[src/rtl/epoch_seconds_to_calendar_defines.svh]
// ----------------------------------------------------------------------------
// Epoch seconds to calendar: assertion macros
// Shared property forms on the block clock, disabled during reset.
// ----------------------------------------------------------------------------
`ifndef EPOCH_SECONDS_TO_CALENDAR_DEFINES_SVH
`define EPOCH_SECONDS_TO_CALENDAR_DEFINES_SVH

// Antecedent implies consequent in the same cycle.
`define EST_ASSERT_SAME(lbl, ante, cons, msg) \
   lbl: assert property (@(posedge clock) disable iff (reset) (ante) |-> (cons)) \
      else $error(msg);

// Antecedent implies consequent in the next cycle.
`define EST_ASSERT_NEXT(lbl, ante, cons, msg) \
   lbl: assert property (@(posedge clock) disable iff (reset) (ante) |=> (cons)) \
      else $error(msg);

`endif

[src/rtl/est_pkg.sv]
// ----------------------------------------------------------------------------
// Epoch seconds to calendar: package
// Constants, shared types and calendar helpers.
// ----------------------------------------------------------------------------
package est_pkg;

   localparam int UNIT_W        = 32;
   localparam int SECS_W        = 32;
   localparam int MICRO_W       = 20;
   localparam int DAYS_W        = 16;
   localparam int QUO_W         = 16;
   localparam int STEP_W        = 4;

   localparam int EPOCH_YEAR    = 1970;
   localparam int SECS_PER_DAY  = 86400;
   localparam int SECS_PER_HOUR = 3600;
   localparam int SECS_PER_MIN  = 60;
   localparam int US_PER_MS     = 1000;
   localparam int MS_MAX        = 999;
   localparam int DAYS_PER_YEAR = 365;
   localparam int SKIPPED_LEAP  = 2100;   // only non-leap century in range
   localparam int LAST_MONTH    = 11;     // December, zero based

   // quotient bits produced by each restoring division
   localparam int DAY_STEPS     = 16;     // days < 2^16
   localparam int HOUR_STEPS    = 5;      // hour < 24
   localparam int MIN_STEPS     = 6;      // minute < 60
   localparam int MS_STEPS      = 11;     // micro / 1000 < 2^11

   typedef struct packed {
      logic [UNIT_W-1:0] a;
      logic [UNIT_W-1:0] b;
   } unit_req_type;

   typedef struct packed {
      logic              ge;
      logic [UNIT_W-1:0] diff;
   } unit_rsp_type;

   // packed so that year sits in the low bits
   typedef struct packed {
      logic [9:0]  millisecond;
      logic [5:0]  second;
      logic [5:0]  minute;
      logic [4:0]  hour;
      logic [4:0]  day_of_month;
      logic [3:0]  month;
      logic [11:0] year;
   } result_type;

   // Gregorian rule, valid over 1970..2106
   function automatic logic is_leap(input logic [11:0] yr);
      return (yr[1:0] == 2'b00) && (yr != 12'(SKIPPED_LEAP));
   endfunction

   function automatic logic [4:0] month_len(input logic [3:0] mon, input logic leap);
      logic [4:0] len;
      unique case (mon)
         4'd1:                      len = leap ? 5'd29 : 5'd28;
         4'd3, 4'd5, 4'd8, 4'd10:  len = 5'd30;
         default:                   len = 5'd31;
      endcase
      return len;
   endfunction

endpackage

[src/rtl/est_cmp_sub.sv]
// ----------------------------------------------------------------------------
// Epoch seconds to calendar: compare-subtract unit
// Single shared a >= b test and a - b difference.
// ----------------------------------------------------------------------------
module est_cmp_sub (
   input  est_pkg::unit_req_type unit_req,
   output est_pkg::unit_rsp_type unit_rsp
);

   assign unit_rsp.ge   = (unit_req.a >= unit_req.b);
   assign unit_rsp.diff = unit_req.a - unit_req.b;

endmodule

[src/rtl/est_seq.sv]
// ----------------------------------------------------------------------------
// Epoch seconds to calendar: sequencer
// Drives the shared unit through day, year, month, time and ms phases.
// ----------------------------------------------------------------------------
module est_seq (
   input  logic                            clock,
   input  logic                            reset,
   input  logic                            req_valid,
   input  logic [est_pkg::SECS_W-1:0]      req_secs,
   input  logic [est_pkg::MICRO_W-1:0]     req_micro,
   output logic                            ready,
   input  logic                            out_free,
   output logic                            done,
   output est_pkg::result_type             result,
   output est_pkg::unit_req_type           unit_req,
   input  est_pkg::unit_rsp_type           unit_rsp
);

   typedef enum logic [2:0] {
      S_IDLE, S_DAYS, S_YEAR, S_MONTH, S_HOUR, S_MIN, S_MS, S_DONE
   } state_type;

   state_type                         state_ff, state_in;
   logic [est_pkg::UNIT_W-1:0]        acc_ff, acc_in;
   logic [est_pkg::QUO_W-1:0]         quo_ff, quo_in;
   logic [est_pkg::STEP_W-1:0]        step_ff, step_in;
   logic [est_pkg::DAYS_W-1:0]        days_ff, days_in;
   logic [est_pkg::MICRO_W-1:0]       micro_ff, micro_in;
   logic [11:0]                       year_ff, year_in;
   logic [3:0]                        month_ff, month_in;
   logic [4:0]                        hour_ff, hour_in;
   logic [5:0]                        minute_ff, minute_in;
   logic [5:0]                        second_ff, second_in;
   logic [9:0]                        ms_ff, ms_in;

   logic                              leap;
   logic [est_pkg::QUO_W-1:0]         quo_next;
   logic [est_pkg::UNIT_W-1:0]        acc_next;

   assign leap     = est_pkg::is_leap(year_ff);
   // restoring division step: keep difference and set quotient bit when it fits
   assign quo_next = unit_rsp.ge ? (quo_ff | (est_pkg::QUO_W'(1) << step_ff)) : quo_ff;
   assign acc_next = unit_rsp.ge ? unit_rsp.diff : acc_ff;

   always_comb begin
      state_in   = state_ff;
      acc_in     = acc_ff;
      quo_in     = quo_ff;
      step_in    = step_ff;
      days_in    = days_ff;
      micro_in   = micro_ff;
      year_in    = year_ff;
      month_in   = month_ff;
      hour_in    = hour_ff;
      minute_in  = minute_ff;
      second_in  = second_ff;
      ms_in      = ms_ff;
      unit_req.a = acc_ff;
      unit_req.b = '0;

      unique case (state_ff)
         S_IDLE: begin
            if (req_valid) begin
               acc_in   = req_secs;
               micro_in = req_micro;
               quo_in   = '0;
               step_in  = est_pkg::STEP_W'(est_pkg::DAY_STEPS - 1);
               state_in = S_DAYS;
            end
         end
         S_DAYS: begin
            unit_req.b = est_pkg::UNIT_W'(est_pkg::SECS_PER_DAY) << step_ff;
            acc_in     = acc_next;
            quo_in     = quo_next;
            if (step_ff == '0) begin
               days_in  = quo_next;     // acc now holds second of day
               year_in  = 12'(est_pkg::EPOCH_YEAR);
               state_in = S_YEAR;
            end else begin
               step_in = step_ff - 1'b1;
            end
         end
         S_YEAR: begin
            unit_req.a = est_pkg::UNIT_W'(days_ff);
            unit_req.b = est_pkg::UNIT_W'(est_pkg::DAYS_PER_YEAR) +
                         est_pkg::UNIT_W'(leap);
            if (unit_rsp.ge) begin
               days_in = unit_rsp.diff[est_pkg::DAYS_W-1:0];
               year_in = year_ff + 12'd1;
            end else begin
               month_in = '0;
               state_in = S_MONTH;
            end
         end
         S_MONTH: begin
            unit_req.a = est_pkg::UNIT_W'(days_ff);
            unit_req.b = est_pkg::UNIT_W'(est_pkg::month_len(month_ff, leap));
            if (unit_rsp.ge && (month_ff != 4'(est_pkg::LAST_MONTH))) begin
               days_in  = unit_rsp.diff[est_pkg::DAYS_W-1:0];
               month_in = month_ff + 4'd1;
            end else begin
               quo_in   = '0;
               step_in  = est_pkg::STEP_W'(est_pkg::HOUR_STEPS - 1);
               state_in = S_HOUR;
            end
         end
         S_HOUR: begin
            unit_req.b = est_pkg::UNIT_W'(est_pkg::SECS_PER_HOUR) << step_ff;
            acc_in     = acc_next;
            quo_in     = quo_next;
            if (step_ff == '0) begin
               hour_in  = quo_next[4:0];
               quo_in   = '0;
               step_in  = est_pkg::STEP_W'(est_pkg::MIN_STEPS - 1);
               state_in = S_MIN;
            end else begin
               step_in = step_ff - 1'b1;
            end
         end
         S_MIN: begin
            unit_req.b = est_pkg::UNIT_W'(est_pkg::SECS_PER_MIN) << step_ff;
            acc_in     = acc_next;
            quo_in     = quo_next;
            if (step_ff == '0) begin
               minute_in = quo_next[5:0];
               second_in = acc_next[5:0];
               acc_in    = est_pkg::UNIT_W'(micro_ff);
               quo_in    = '0;
               step_in   = est_pkg::STEP_W'(est_pkg::MS_STEPS - 1);
               state_in  = S_MS;
            end else begin
               step_in = step_ff - 1'b1;
            end
         end
         S_MS: begin
            unit_req.b = est_pkg::UNIT_W'(est_pkg::US_PER_MS) << step_ff;
            acc_in     = acc_next;
            quo_in     = quo_next;
            if (step_ff == '0) begin
               // over-range microseconds clamp, never carry into seconds
               ms_in    = (quo_next > est_pkg::QUO_W'(est_pkg::MS_MAX)) ?
                          10'(est_pkg::MS_MAX) : quo_next[9:0];
               state_in = S_DONE;
            end else begin
               step_in = step_ff - 1'b1;
            end
         end
         S_DONE: begin
            if (out_free) begin
               state_in = S_IDLE;
            end
         end
         default: begin
            state_in = S_IDLE;
         end
      endcase
   end

   always_ff @(posedge clock) begin
      if (reset) begin
         state_ff <= S_IDLE;
      end else begin
         state_ff <= state_in;
      end
      acc_ff    <= acc_in;
      quo_ff    <= quo_in;
      step_ff   <= step_in;
      days_ff   <= days_in;
      micro_ff  <= micro_in;
      year_ff   <= year_in;
      month_ff  <= month_in;
      hour_ff   <= hour_in;
      minute_ff <= minute_in;
      second_ff <= second_in;
      ms_ff     <= ms_in;
   end

   assign ready = (state_ff == S_IDLE);
   assign done  = (state_ff == S_DONE);

   assign result.year         = year_ff;
   assign result.month        = month_ff + 4'd1;
   assign result.day_of_month = days_ff[4:0] + 5'd1;
   assign result.hour         = hour_ff;
   assign result.minute       = minute_ff;
   assign result.second       = second_ff;
   assign result.millisecond  = ms_ff;

endmodule

[src/rtl/epoch_seconds_to_calendar.sv]
// ----------------------------------------------------------------------------
// Epoch seconds to calendar: top level
// Converts seconds since 1970 plus microseconds to a calendar date and time.
// ----------------------------------------------------------------------------
// Usage:
//   req_* carries one request: seconds since 1970-01-01 00:00:00 and a
//   sub-second microsecond count. rsp_* returns exactly one result per
//   request: year, month, day of month, hour, minute, second, millisecond.
//   A request is taken on a clock edge with req_tvalid and req_tready high.
//   The block holds one request at a time; req_tready stays low while it
//   works. The conversion runs on the single compare-subtract unit: 16
//   steps for the day count, one step per year and per month, then
//   5 + 6 + 11 steps for hour, minute and millisecond.
//   The result sits in an output register; a stalled receiver holds it
//   there while the next request is already converted. A finished
//   conversion then waits until the register is free before taking more.
//   Reset (synchronous, active high) idles the sequencer and clears
//   rsp_tvalid. The other registers are not reset.
// ----------------------------------------------------------------------------
`include "epoch_seconds_to_calendar_defines.svh"

module epoch_seconds_to_calendar (
   input  logic        clock,
   input  logic        reset,
   input  logic        req_tvalid,
   output logic        req_tready,
   input  logic [55:0] req_tdata,   // epoch_seconds[31:0], micro_part[51:32], zero pad
   output logic        rsp_tvalid,
   input  logic        rsp_tready,
   output logic [47:0] rsp_tdata    // year[11:0], month[15:12], day_of_month[20:16],
                                    // hour[25:21], minute[31:26], second[37:32],
                                    // millisecond[47:38]
);

   est_pkg::unit_req_type unit_req;
   est_pkg::unit_rsp_type unit_rsp;
   est_pkg::result_type   result;
   logic                  done;
   logic                  out_free;

   logic                  out_valid_ff, out_valid_in;
   est_pkg::result_type   out_data_ff, out_data_in;

   // register is free when empty or being drained this cycle
   assign out_free = !out_valid_ff || rsp_tready;

   est_cmp_sub u_cmp_sub (
      .unit_req (unit_req),
      .unit_rsp (unit_rsp)
   );

   est_seq u_seq (
      .clock     (clock),
      .reset     (reset),
      .req_valid (req_tvalid),
      .req_secs  (req_tdata[31:0]),
      .req_micro (req_tdata[51:32]),
      .ready     (req_tready),
      .out_free  (out_free),
      .done      (done),
      .result    (result),
      .unit_req  (unit_req),
      .unit_rsp  (unit_rsp)
   );

   always_comb begin
      out_valid_in = out_valid_ff;
      out_data_in  = out_data_ff;
      if (done && out_free) begin
         out_valid_in = 1'b1;
         out_data_in  = result;
      end else if (rsp_tready) begin
         out_valid_in = 1'b0;
      end
   end

   always_ff @(posedge clock) begin
      if (reset) begin
         out_valid_ff <= 1'b0;
      end else begin
         out_valid_ff <= out_valid_in;
      end
      out_data_ff <= out_data_in;
   end

   assign rsp_tvalid = out_valid_ff;
   assign rsp_tdata  = out_data_ff;

   // busy right after taking a request
   `EST_ASSERT_NEXT(a_busy_after_req, req_tvalid && req_tready, !req_tready, "ready after accept")
   // calendar fields in range
   `EST_ASSERT_SAME(a_date_range, rsp_tvalid, (rsp_tdata[15:12] >= 4'd1) && (rsp_tdata[15:12] <= 4'd12) && (rsp_tdata[20:16] >= 5'd1), "date field out of range")
   // time of day fields in range
   `EST_ASSERT_SAME(a_time_range, rsp_tvalid, (rsp_tdata[25:21] <= 5'd23) && (rsp_tdata[31:26] <= 6'd59) && (rsp_tdata[37:32] <= 6'd59) && (rsp_tdata[47:38] <= 10'd999), "time field out of range")

endmodule
[config.mk]
export PLATFORM = sky130hd
export DESIGN_NAME = epoch_seconds_to_calendar
export DESIGN_NICKNAME = d
export VERILOG_FILES = /design/src/rtl/est_pkg.sv /design/src/rtl/est_cmp_sub.sv /design/src/rtl/est_seq.sv /design/src/rtl/epoch_seconds_to_calendar.sv
export VERILOG_INCLUDE_DIRS = /design/src /design/src/rtl
export SDC_FILE = /design/constraint.sdc
export NUM_CORES = 1
export LEC_CHECK = 0
export BUFFER_PORTS_ARGS = -buffer_cell sky130_fd_sc_hd__buf_2
export CAP_MARGIN = 10
export CORE_MARGIN = 2
export CORE_UTILIZATION = 60
export DETAILED_ROUTE_END_ITERATION = 10
export PLACE_DENSITY = 0.81
export SLEW_MARGIN = 25
export SYNTH_ARGS = -nofsm -noshare
export SYNTH_HDL_FRONTEND = slang
export SYNTH_SLANG_ARGS = --single-unit
[constraint.sdc]
create_clock -name clock -period 15.87 [get_ports clock]
set_input_delay 3.9675 -clock clock [delete_from_list [all_inputs] [get_ports clock]]
set_output_delay 3.9675 -clock clock [all_outputs]
set_load 0.01 [all_outputs]
-- Yosys cells after proc, flatten, opt, wreduce, memory -nomap -nowiden
Cells that the tools add are included.
- bits in registers: 183
- input bits: 60
- RAM bits: 0
- memory bits (read-only): 0
- output and inout bits: 50
- word-level logic and storage cells: 130
- memories kept: 0
- latch bits: 0
- divide/modulo/power cells: 0
- shift-type cells: 5
- add/subtract/negate cells: 6
- reduce and logical (&&, ||, !) cells: 31
- $mul: 0
- equality and inequality tests: 25
- magnitude comparators: 2
- multiplexer cells: 40
- bitwise logic cells: 1
- operator list (cell ; number):
    $pmux 32 s6 ; 1
    $mux 32 ; 4
    $mux 16 ; 7
    $pmux 32 s3 ; 1
    $pmux 16 s4 ; 1
    $pmux 16 s3 ; 1
    $ge 32x32->1 ; 1
    $shl 10x4->32 const A ; 1
    $shl 12x4->32 const A ; 1
    $shl 17x4->32 const A ; 1
    $shl 6x4->32 const A ; 1
    $sub 32x32->32 ; 1
    $mux 4 ; 7
    $mux 12 ; 2
    $mux 3 ; 8
    $pmux 12 s2 ; 1
    $pmux 3 s8 ; 1
    $pmux 4 s5 ; 1
    $gt 16x10->1 const B ; 1
    $or 16x16->16 ; 1
    $shl 1x4->16 const A ; 1
    $ne 2x1->1 const B ; 7
    $add 12x1->12 const B ; 1
    $eq 3x3->1 const B ; 4
    33 further kinds ; 54

-- Longest topological paths before layout
Gate-level depths: netlist (run 1).
- depth after elaboration: 9
- gate-level depth with buffers: 24
- mapped depth without buffers: 19

-- Hierarchy
A second synthesis (run 1) with hierarchy kept.
- cell total of the unflattened synthesis: 1123
- area, all modules: 11174.5 sq um
- modules (own cells, without submodules) (module ; times used ; cells an instance ; area an instance (sq um)):
    est_seq ; 1 ; 773 ; 7598.5
    est_cmp_sub ; 1 ; 297 ; 2079.5
    epoch_seconds_to_calendar ; 1 ; 53 ; 1496.4

-- Least setup slack after synthesis (run 1)
No wires, ideal clock.
- kind: input -> register
- from: input rsp_tready
- to: register out_data_ff (netlist bit rsp_tdata[0]), enable pin
- required time: 15.409 ns
- setup slack: 9.120 ns
- path buffers: 0
- data arrival time: 6.289 ns
- stages: 2
- cell sequence: nand2b_1 -> nor2b_1
- longest elaborated chain between the ends: 2
- RTL lines (what ; RTL line ; RTL):
    start, declared ; epoch_seconds_to_calendar.sv:29 ; input logic rsp_tready,
    $logic_or 1x1->1 ; epoch_seconds_to_calendar.sv:45 ; assign out_free = !out_valid_ff || rsp_tready;
    $logic_and 1x1->1 ; epoch_seconds_to_calendar.sv:69 ; if (done && out_free) begin
    end signal, assigned ; epoch_seconds_to_calendar.sv:83 ; out_data_ff <= out_data_in;
    end, declared ; epoch_seconds_to_calendar.sv:42 ; est_pkg::result_type out_data_ff, out_data_in;
Every way passes these cells.
A chain may end at the register's enable or synchronous reset.

-- Final worst setup path (run 1)
- from: register u_seq.state_ff[2]
- to: register u_seq.ms_ff[3], data pin
- longest elaborated chain between the ends: 6
- elaborated cells between the ends (all ways): 12
- classes of those cells: order compare (2); eq/ne (6); mux (3); reduce/logical (1)
- RTL lines (what ; RTL line ; RTL):
    start, declared ; est_seq.sv:23 ; state_type state_ff, state_in;
    start signal, assigned ; est_seq.sv:163 ; state_ff <= state_in;
    $eq 3x2->1 ; est_seq.sv:61 ; unique case (state_ff)
    $reduce_or 2->1 (no source line) ; - ;
    $mux 32 ; est_seq.sv:61 ;
    $ge 32x32->1 * ; est_cmp_sub.sv:10 ; assign unit_rsp.ge = (unit_req.a >= unit_req.b);
    $mux 16 * ; est_seq.sv:42 ; assign quo_next = unit_rsp.ge ? (quo_ff | (est_pkg::QUO_W'(1) << step_ff)) : quo_ff;
    $gt 16x10->1 ; est_seq.sv:141 ; ms_in = (quo_next > est_pkg::QUO_W'(est_pkg::MS_MAX)) ?
    end signal, assigned ; est_seq.sv:175 ; ms_ff <= ms_in;
    end, declared ; est_seq.sv:34 ; logic [9:0] ms_ff, ms_in;
Every way passes the cells marked *; elsewhere a longest branch is shown, timed or not.

==> impl_metrics.csv, run 1 <==
group,metric,value,unit
global_route,grt_use_total,0.291,
worst_setup_path,cp_slowest_cell,"sky130_fd_sc_hd__dfxtp_1",
clock_network,ctsResizeCount,0,
placement,io_buffer_count,105,
routing,routed_wirelength,26600,um
worst_setup_path,cpPeakStageDelay,830,ps
layout,layout-drive-gt1-share,0.164,
clock_network,worst_skew_pair.late_latency,440,ps
placement,postPlaceCellArea,11400,um2
status,status,"finished, final reports clean",
clock_network,tritoncts,"built",
sta,worst_pin_slew,1060,ps
floorplan,fp.dieW,137,um
routing,drtIter0Drc,1025,
yosys,ys_warn_count,0,
clock_network,cts-hold-fix-buffers,0,
worst_setup_path,worst-path-buf-inv,3,
routing,final_antenna_net_count,0,
clock_network,htreeDepth,4,
yosys,syn_nets,1174,
yosys,synth_flop_cell,"sky130_fd_sc_hd__edfxtp_1",
sta,final_worst_path_period_share,0.404,
job,max_cap_viol_count,0,
worst_setup_path,cp-start-kind,"flip-flop",
sta,finalSetupTns,0,ps
layout,fin_nets,1248,
global_route,first_global_vias,8100,
routing,drt_pass1_iterations,5,
global_route,grt_remaining_overflow,0,
floorplan,num_io_pins,110,
sta,clock.fmax,156,MHz
power,leakagePower,4.44,nW
floorplan,initial_utilization,0.616,
worst_setup_path,timing.critical_path.max_delay_family,"simple AND/OR/NAND/NOR gates",
floorplan,placeableCoreArea,17400,um2
worst_setup_path,path_common_cell,"sky130_fd_sc_hd__buf_4",
global_route,grt_max_degree,68,
sta,timing.clock.skew,13.0,ps
routing,num_vias,8677,
worst_setup_path,worst-endpoint-required,16060,ps
layout,utilization,0.692,
yosys,post-synth-top-area-fraction,0.503,
routing,routedWlPerCell,19.2,um
global_route,grt_pass1_wl,42200,um
routing,detail_route.vias_per_cell,6.28,
yosys,syn_inst,1069,
layout,flow.area_growth_from_synthesis,12.4,%
clock_network,cts_buffers,17,
sta,layout_min_cycle_time,6420,ps
yosys,syn-cell-area,10700,um2
yosys,number_of_flops_mapped_to_enable_cells_by_yosys,179,
yosys,synth_seq_area_share,0.510,
clock_network,numClockSinks,183,
yosys,syn-mean-instance-area,10.0,um2
sta,setup-violations-final,0,
layout,num_antenna_cells,0,
power,cellPowerDensity,140,nW/um2
sta,timing.max_slew.rel_slack,0.294,
worst_setup_path,cp_cell_sequence,"buf_4 > nor2b_1 > nor2_2 > buf_4 > nor3_1 > o21ai_0 > ha_1 > nand4_1 > nor4_1 > nor4bb_1 > a221o_1 > a31o_1 > buf_4 > and2_4 > a31oi_1 > o41a_2 > and2_1",
floorplan,fp.dieH,137,um
yosys,async_set_or_reset_flop_fraction_in_the_synthesized_netlist,0,
placement,final_gp_congestion,0.924,
worst_setup_path,crit_arrival,6610,ps
yosys,synth.largest_area_cell,"sky130_fd_sc_hd__edfxtp_1",
hold_path,worstHoldPathType,"flip-flop to flip-flop",
layout,postLayoutCellArea,12000,um2
routing,drc,0,
sta,unrepaired_setup_endpoints_after_global_routing,"false",
sta,timing_max_transition_violations_final,0,
clock_network,post-cts-setup-buffer-count,0,
layout,nFillCells,1290,
yosys,post_synth_num_cell_types,71,
worst_setup_path,path_class,"flip-flop to flip-flop",
placement,dpl.hpwl,18000,um
clock_network,cts-root-buf,"sky130_fd_sc_hd__clkbuf_16",
clock_network,max-clock-path-buffers,2,
clock_network,clkSlewWorstSetupHoldPaths,80,ps
power,ir_drop,0.000112,V
worst_setup_path,critical_path.max_fanout,36,
floorplan,die_area,18900,um2
global_route,grt_antenna_before_repair,0,
yosys,main_area_contributors_after_synthesis,"sky130_fd_sc_hd__edfxtp_1 50%, sky130_fd_sc_hd__ha_1 5.1%, sky130_fd_sc_hd__a21oi_1 4.9%, sky130_fd_sc_hd__nor2_1 4.5%, sky130_fd_sc_hd__nand2_1 4.3%",
sta,final_hold_viol_count,0,
floorplan,placement_rows,48,
worst_setup_path,timing.critical_path.to_type,"flip-flop",
yosys,number_of_synthesized_register_bits,183,
## synthesized netlist by cell type, drive strengths merged, types with 3 or more instances
master    n
edfxtp  179
and3      3
inv      30
o21a      8
a21o      7
nor3b     4
ha       44
nor3     12
and2     25
a22oi    22
a32o      4
o22ai     8
nor2b    11
nand2   122
mux2i    10
nand2b   13
o31ai     7
o21bai    6
or2       4
nand4    15
dfxtp     4
buf      14
or3       5
nor4      3
o21ai    60
xor2     17
a21oi   104
a32oi     4
a221o     3
o32ai     4
a31oi    18
nor2    127
xnor2    25
nand3    24
o211ai   11
clkbuf   51
o311ai    3
mux2     19
a311oi    3
## layer usage
metal | vias to the layer above | GRT usage | routed length [um]
li1 | 4108 | - | -
met5 | - | 0 | 0
met2 | 426 | 0.462 | 12400
met3 | 41 | 0.0467 | 2120
met4 | 0 | 0.0991 | 478
met1 | 4102 | 0.410 | 11600
## final timing paths
check	startpoint	endpoint	slack (ps)	depth (start not counted)
min reg2reg	u_seq.minute_ff[5]$_DFFE_PP_	rsp_tdata[31]$_DFFE_PP_	420	0
min	u_seq.minute_ff[5]$_DFFE_PP_	rsp_tdata[31]$_DFFE_PP_	420	0
max reg2reg	u_seq.state_ff[2]$_SDFFE_PP0P_	u_seq.ms_ff[3]$_SDFFCE_PN0P_	9450	17
max	u_seq.state_ff[2]$_SDFFE_PP0P_	u_seq.ms_ff[3]$_SDFFCE_PN0P_	9450	17
## worst reg2reg max path, stage by stage (launching register included)
cell and delay, ps:
sky130_fd_sc_hd__dfxtp_1 830, sky130_fd_sc_hd__buf_4 360, sky130_fd_sc_hd__nor2b_1 480, sky130_fd_sc_hd__nor2_2 50, sky130_fd_sc_hd__buf_4 250, sky130_fd_sc_hd__nor3_1 340, sky130_fd_sc_hd__o21ai_0 200, sky130_fd_sc_hd__ha_1 470
sky130_fd_sc_hd__nand4_1 190, sky130_fd_sc_hd__nor4_1 540, sky130_fd_sc_hd__nor4bb_1 270, sky130_fd_sc_hd__a221o_1 320, sky130_fd_sc_hd__a31o_1 140, sky130_fd_sc_hd__buf_4 410, sky130_fd_sc_hd__and2_4 270, sky130_fd_sc_hd__a31oi_1 260
sky130_fd_sc_hd__o41a_2 610, sky130_fd_sc_hd__and2_1 180
## cells by family (layout without fill, tap and decap cells)
| family | after synthesis | in the layout | synth area share |
|---|---|---|---|
| buf+inv | 96 | 183 | 0.0343 |
| xor+xnor | 42 | 42 | 0.0344 |
| mux | 29 | 29 | 0.0294 |
| compound gates | 295 | 295 | 0.176 |
| fa+ha+maj | 45 | 45 | 0.0534 |
| flops | 183 | 183 | 0.510 |
| simple gates | 379 | 379 | 0.163 |
## placed cells by master, fill, tap and decap left out, types with 15 or more instances in the layout
master,synthesis,final
sky130_fd_sc_hd__edfxtp_1,179,179
sky130_fd_sc_hd__nand3_1,24,24
sky130_fd_sc_hd__and2_1,24,23
sky130_fd_sc_hd__nand4_1,15,15
sky130_fd_sc_hd__o21ai_0,59,58
sky130_fd_sc_hd__a31oi_1,18,17
sky130_fd_sc_hd__inv_1,30,30
sky130_fd_sc_hd__xnor2_1,25,25
sky130_fd_sc_hd__ha_1,44,44
sky130_fd_sc_hd__a21oi_1,104,104
sky130_fd_sc_hd__mux2_2,19,19
sky130_fd_sc_hd__nand2_1,122,122
sky130_fd_sc_hd__a22oi_1,22,22
sky130_fd_sc_hd__clkbuf_16,0,17
sky130_fd_sc_hd__nor2_1,127,125
sky130_fd_sc_hd__xor2_1,17,17
sky130_fd_sc_hd__buf_4,0,15
sky130_fd_sc_hd__buf_2,3,105
## registers in the layout, indices dropped and copies added (netlist names)
signal	cells
rsp_tdata	48
rsp_tvalid	1
u_seq.acc_ff	32
u_seq.days_ff	16
u_seq.hour_ff	5
u_seq.micro_ff	20
u_seq.minute_ff	6
u_seq.month_ff	4
u_seq.ms_ff	10
u_seq.quo_ff	16
u_seq.second_ff	6
u_seq.state_ff	3
u_seq.step_ff	4
u_seq.year_ff	12
## where the power goes
group          total, W  switching, W  internal [W]
Sequential     0.000615     0.0000248      0.000590
Clock          0.000450      0.000221      0.000230
Combinational  0.000619      0.000391      0.000228
Total           0.00168      0.000637       0.00105
## cell type report
class,count,area (um2),share of cell area
flip-flops and latches,183,5460,0.454
multi-input cells,790,4890,0.407
repair buffers,120,638,0.0531
clock buffers,17,425,0.0354
well taps,225,282,0.0234
clock inverters,15,203,0.0169
inverters,31,116,0.00969
## metrics by stage
stage | setup slack [ps] | hold slack (ps) | std cells | total power, W
after floorplan | 9120 | 400 | 1069 | 0.00108
after global placement | 9660 | 403 | 1349 | 0.00121
after detailed placement | 9610 | 405 | 1349 | 0.00123
after CTS | 9560 | 422 | 1381 | 0.00167
after global routing | 9150 | 425 | 1381 | 0.00177
final | 9450 | 420 | 1381 | 0.00168
(Power assumes the default switching activity.)
==> inputs of run 2 (changes only) <==
--- a/config.mk
+++ b/config.mk
@@ -6,12 +6,13 @@
 export SDC_FILE = /design/constraint.sdc
 export NUM_CORES = 1
 export LEC_CHECK = 0
+export ABC_AREA = 1
 export BUFFER_PORTS_ARGS = -buffer_cell sky130_fd_sc_hd__buf_2
 export CAP_MARGIN = 10
 export CORE_MARGIN = 2
-export CORE_UTILIZATION = 60
+export CORE_UTILIZATION = 54
 export DETAILED_ROUTE_END_ITERATION = 10
-export PLACE_DENSITY = 0.81
+export PLACE_DENSITY = 0.77
 export SLEW_MARGIN = 25
 export SYNTH_ARGS = -nofsm -noshare
 export SYNTH_HDL_FRONTEND = slang
==> constraint.sdc (replaced) <==
create_clock -name clock -period 5.9 [get_ports clock]
set_input_delay 1.475 -clock clock [delete_from_list [all_inputs] [get_ports clock]]
set_output_delay 1.475 -clock clock [all_outputs]
set_load 0.01 [all_outputs]
==> impl_metrics.csv, run 2 <==
group,metric,value,unit
worst_setup_path,reg2reg_depth,23,
yosys,syn-mean-instance-area,8.57,um2
worst_setup_path,worst-path-buf-inv,4,
worst_setup_path,cp_slowest_cell,"sky130_fd_sc_hd__nor2_1",
clock_network,worst_skew_pair.late_latency,450,ps
sta,final_hold_viol_count,0,
clock_network,tritoncts,"built",
sta,unrepaired_setup_endpoints_after_global_routing,"false",
hold_path,hp-start,"u_seq.ms_ff[4]$_SDFFCE_PN0P_",
clock_network,cts_buffers,17,
placement,final_gp_congestion,0.985,
clock_network,cts-hold-fix-buffers,0,
clock_network,htreeDepth,4,
routing,final_antenna_net_count,0,
yosys,synth_seq_area_share,0.497,
sta,timing.max_slew.rel_slack,0.412,
sta,timing_max_transition_violations_final,0,
global_route,first_global_vias,8756,
clock_network,numClockSinks,183,
yosys,main_area_contributors_after_synthesis,"sky130_fd_sc_hd__edfxtp_1 49%, sky130_fd_sc_hd__nand2_1 9.4%, sky130_fd_sc_hd__inv_1 6.1%, sky130_fd_sc_hd__ha_1 5.0%, sky130_fd_sc_hd__nor2_1 5.0%",
yosys,yosysMostFrequentCell,"sky130_fd_sc_hd__nand2_1",
worst_setup_path,path_class,"flip-flop to flip-flop",
yosys,syn_nets,1386,
yosys,synth.cells.most_frequent,"276 x sky130_fd_sc_hd__nand2_1, 179 x sky130_fd_sc_hd__edfxtp_1, 178 x sky130_fd_sc_hd__inv_1",
floorplan,fp.dieH,147,um
layout,largestRegisters,"rsp_tdata (48), u_seq.acc_ff (32), u_seq.micro_ff (20)",
worst_setup_path,worstReg2RegStart,"u_seq.state_ff[1]$_SDFFE_PP0P_",
yosys,synth.largest_area_cell,"sky130_fd_sc_hd__edfxtp_1",
layout,seq_area,5460,um2
placement,dpl.hpwl,21200,um
floorplan,placeableCoreArea,20100,um2
yosys,post_synth_num_cell_types,51,
global_route,grt_remaining_overflow,0,
clock_network,max-clock-path-buffers,2,
layout,nFillCells,1722,
layout,multi_input_comb_area,4670,um2
floorplan,die_area,21500,um2
clock_network,clkSlewWorstSetupHoldPaths,80,ps
worst_setup_path,critical_path.max_fanout,56,
hold_path,worstHoldPathType,"flip-flop to flip-flop",
routing,routed_wirelength,28000,um
global_route,grt_pass1_wl,44600,um
layout,largest_register,"rsp_tdata",
sta,layout_min_cycle_time,5070,ps
yosys,number_of_synthesized_register_bits,183,
yosys,number_of_flops_mapped_to_enable_cells_by_yosys,179,
routing,routedWlPerCell,16.8,um
worst_setup_path,timing.critical_path.to_type,"flip-flop",
global_route,grt_use_total,0.265,
floorplan,initial_utilization,0.546,
worst_setup_path,worst-endpoint-required,6070,ps
routing,drc,0,
job,max_cap_viol_count,0,
routing,drtIter0Drc,1027,
yosys,async_set_or_reset_flop_fraction_in_the_synthesized_netlist,0,
layout,largest_register_ff_count,48,
global_route,grt_max_degree,57,
yosys,syn_inst,1281,
yosys,syn-cell-area,11000,um2
layout,num_antenna_cells,0,
global_route,grt_antenna_before_repair,0,
worst_setup_path,r2r_setup_slack,830,ps
floorplan,placement_rows,52,
status,status,"finished, final reports clean",
clock_network,ctsResizeCount,0,
yosys,post-synth-top-area-fraction,0.489,
layout,final_common_cell,"sky130_fd_sc_hd__nand2_1",
routing,detail_route.vias_per_cell,5.52,
yosys,synth_flop_cell,"sky130_fd_sc_hd__edfxtp_1",
layout,mostFrequentLayoutCells,"276 x sky130_fd_sc_hd__nand2_1, 179 x sky130_fd_sc_hd__edfxtp_1, 178 x sky130_fd_sc_hd__inv_1",
sta,final_worst_path_period_share,0.859,
worst_setup_path,cpPeakStageDelay,510,ps
layout,flow.area_growth_from_synthesis,13.1,%
yosys,ys_warn_count,0,
routing,drt_pass1_iterations,6,
routing,num_vias,9185,
worst_setup_path,timing.rr.end,"u_seq.ms_ff[7]$_SDFFCE_PN1P_",
floorplan,num_io_pins,110,
worst_setup_path,cp-start-kind,"flip-flop",
worst_setup_path,cp_cell_sequence,"nand2_1 > nor2_1 > inv_1 > nand2_1 > buf_4 > nand2_1 > o21ai_0 > ha_1 > inv_1 > fa_1 > nand3_1 > nand2_2 > nand2_2 > nand2_2 > nand2_2 > nand3_2 > nand2_2 > nand2_4 > buf_4 > a21oi_2 > nand2_2 > nor2_4 > nand3_1",
clock_network,post-cts-setup-buffer-count,0,
sta,finalSetupTns,0,ps
sta,timing.clock.skew,16.1,ps
sta,worst_pin_slew,881,ps
worst_setup_path,timing.critical_path.max_delay_family,"simple AND/OR/NAND/NOR gates",
worst_setup_path,path_common_cell,"sky130_fd_sc_hd__nand2_2",
hold_path,min_path_cells,0,
layout,layout-drive-gt1-share,0.148,
clock_network,cts-root-buf,"sky130_fd_sc_hd__clkbuf_16",
worst_setup_path,setup.worst_path.start,"u_seq.state_ff[1]$_SDFFE_PP0P_",
placement,io_buffer_count,105,
sta,setup-violations-final,0,
sta,clock.fmax,197,MHz
worst_setup_path,crit_arrival,5240,ps
layout,fin_nets,1487,
hold_path,worst_hold_path.endpoint,"rsp_tdata[42]$_DFFE_PP_",
floorplan,fp.dieW,147,um
run 2: worst reg2reg max path, delay by kind of cell, from the launching register on:
kind | cells | cell delay, ps
buf+inv | 4 | 1130
compound gates | 2 | 420
flops | 1 | 420
fa+ha+maj | 2 | 610
simple gates | 15 | 2210
run 2: how the worst max path moves through the flow:
stage                              endpoint  slack (ps)  cells after the start
6_report       u_seq.ms_ff[7]$_SDFFCE_PN1P_         830                     23
3_5_place_dp    u_seq.days_ff[14]$_DFFE_PP_         970                     20
5_1_grt        u_seq.ms_ff[7]$_SDFFCE_PN1P_         440                     25
4_1_cts         u_seq.days_ff[11]$_DFFE_PP_         920                     20
3_3_place_gp    u_seq.days_ff[11]$_DFFE_PP_        1030                     16
2_1_floorplan        rsp_tdata[0]$_DFFE_PP_         590                      2
run 2: cell families after synthesis:
group,count (synthesis),synth area share
simple gates,555,0.212
compound gates,247,0.134
buf+inv,221,0.0806
flops,183,0.497
fa+ha+maj,45,0.0519
xor+xnor,25,0.0199
mux,5,0.00456
run 2: metrics by stage:
stage	utilization	std cells	area, um2	worst slack (ps)	hold WS, ps
6_report	0.618	1665	12400	834	423
4_1_cts	0.618	1665	12400	919	425
3_5_place_dp	0.586	1633	11800	967	405
2_1_floorplan	-	1281	11000	587	400
5_1_grt	0.618	1665	12400	436	432
3_3_place_gp	0.586	1633	11800	1030	401
run 2: per-layer routing:
layer / vias to the layer above / global-route usage / share of wire
met3: 57 / 0.0403 / 0.074
met5: - / 0 / 0
met2: 405 / 0.418 / 0.46
li1: 4507 / - / -
met4: 0 / 0.0927 / 0.025
met1: 4216 / 0.376 / 0.45
run 2: area by class of cell:
cell class | instances | area share
Sequential cell | 183 | 0.439
Multi-Input combinational cell | 877 | 0.376
Inverter | 183 | 0.0553
Timing Repair Buffer | 120 | 0.0514
Clock buffer | 17 | 0.0342
Tap cell | 270 | 0.0272
Clock inverter | 15 | 0.0170
Power of run 2 is left out: the tool's default activity adds up to more than one toggle a clock period on the data nets, which glitch-free logic cannot reach.
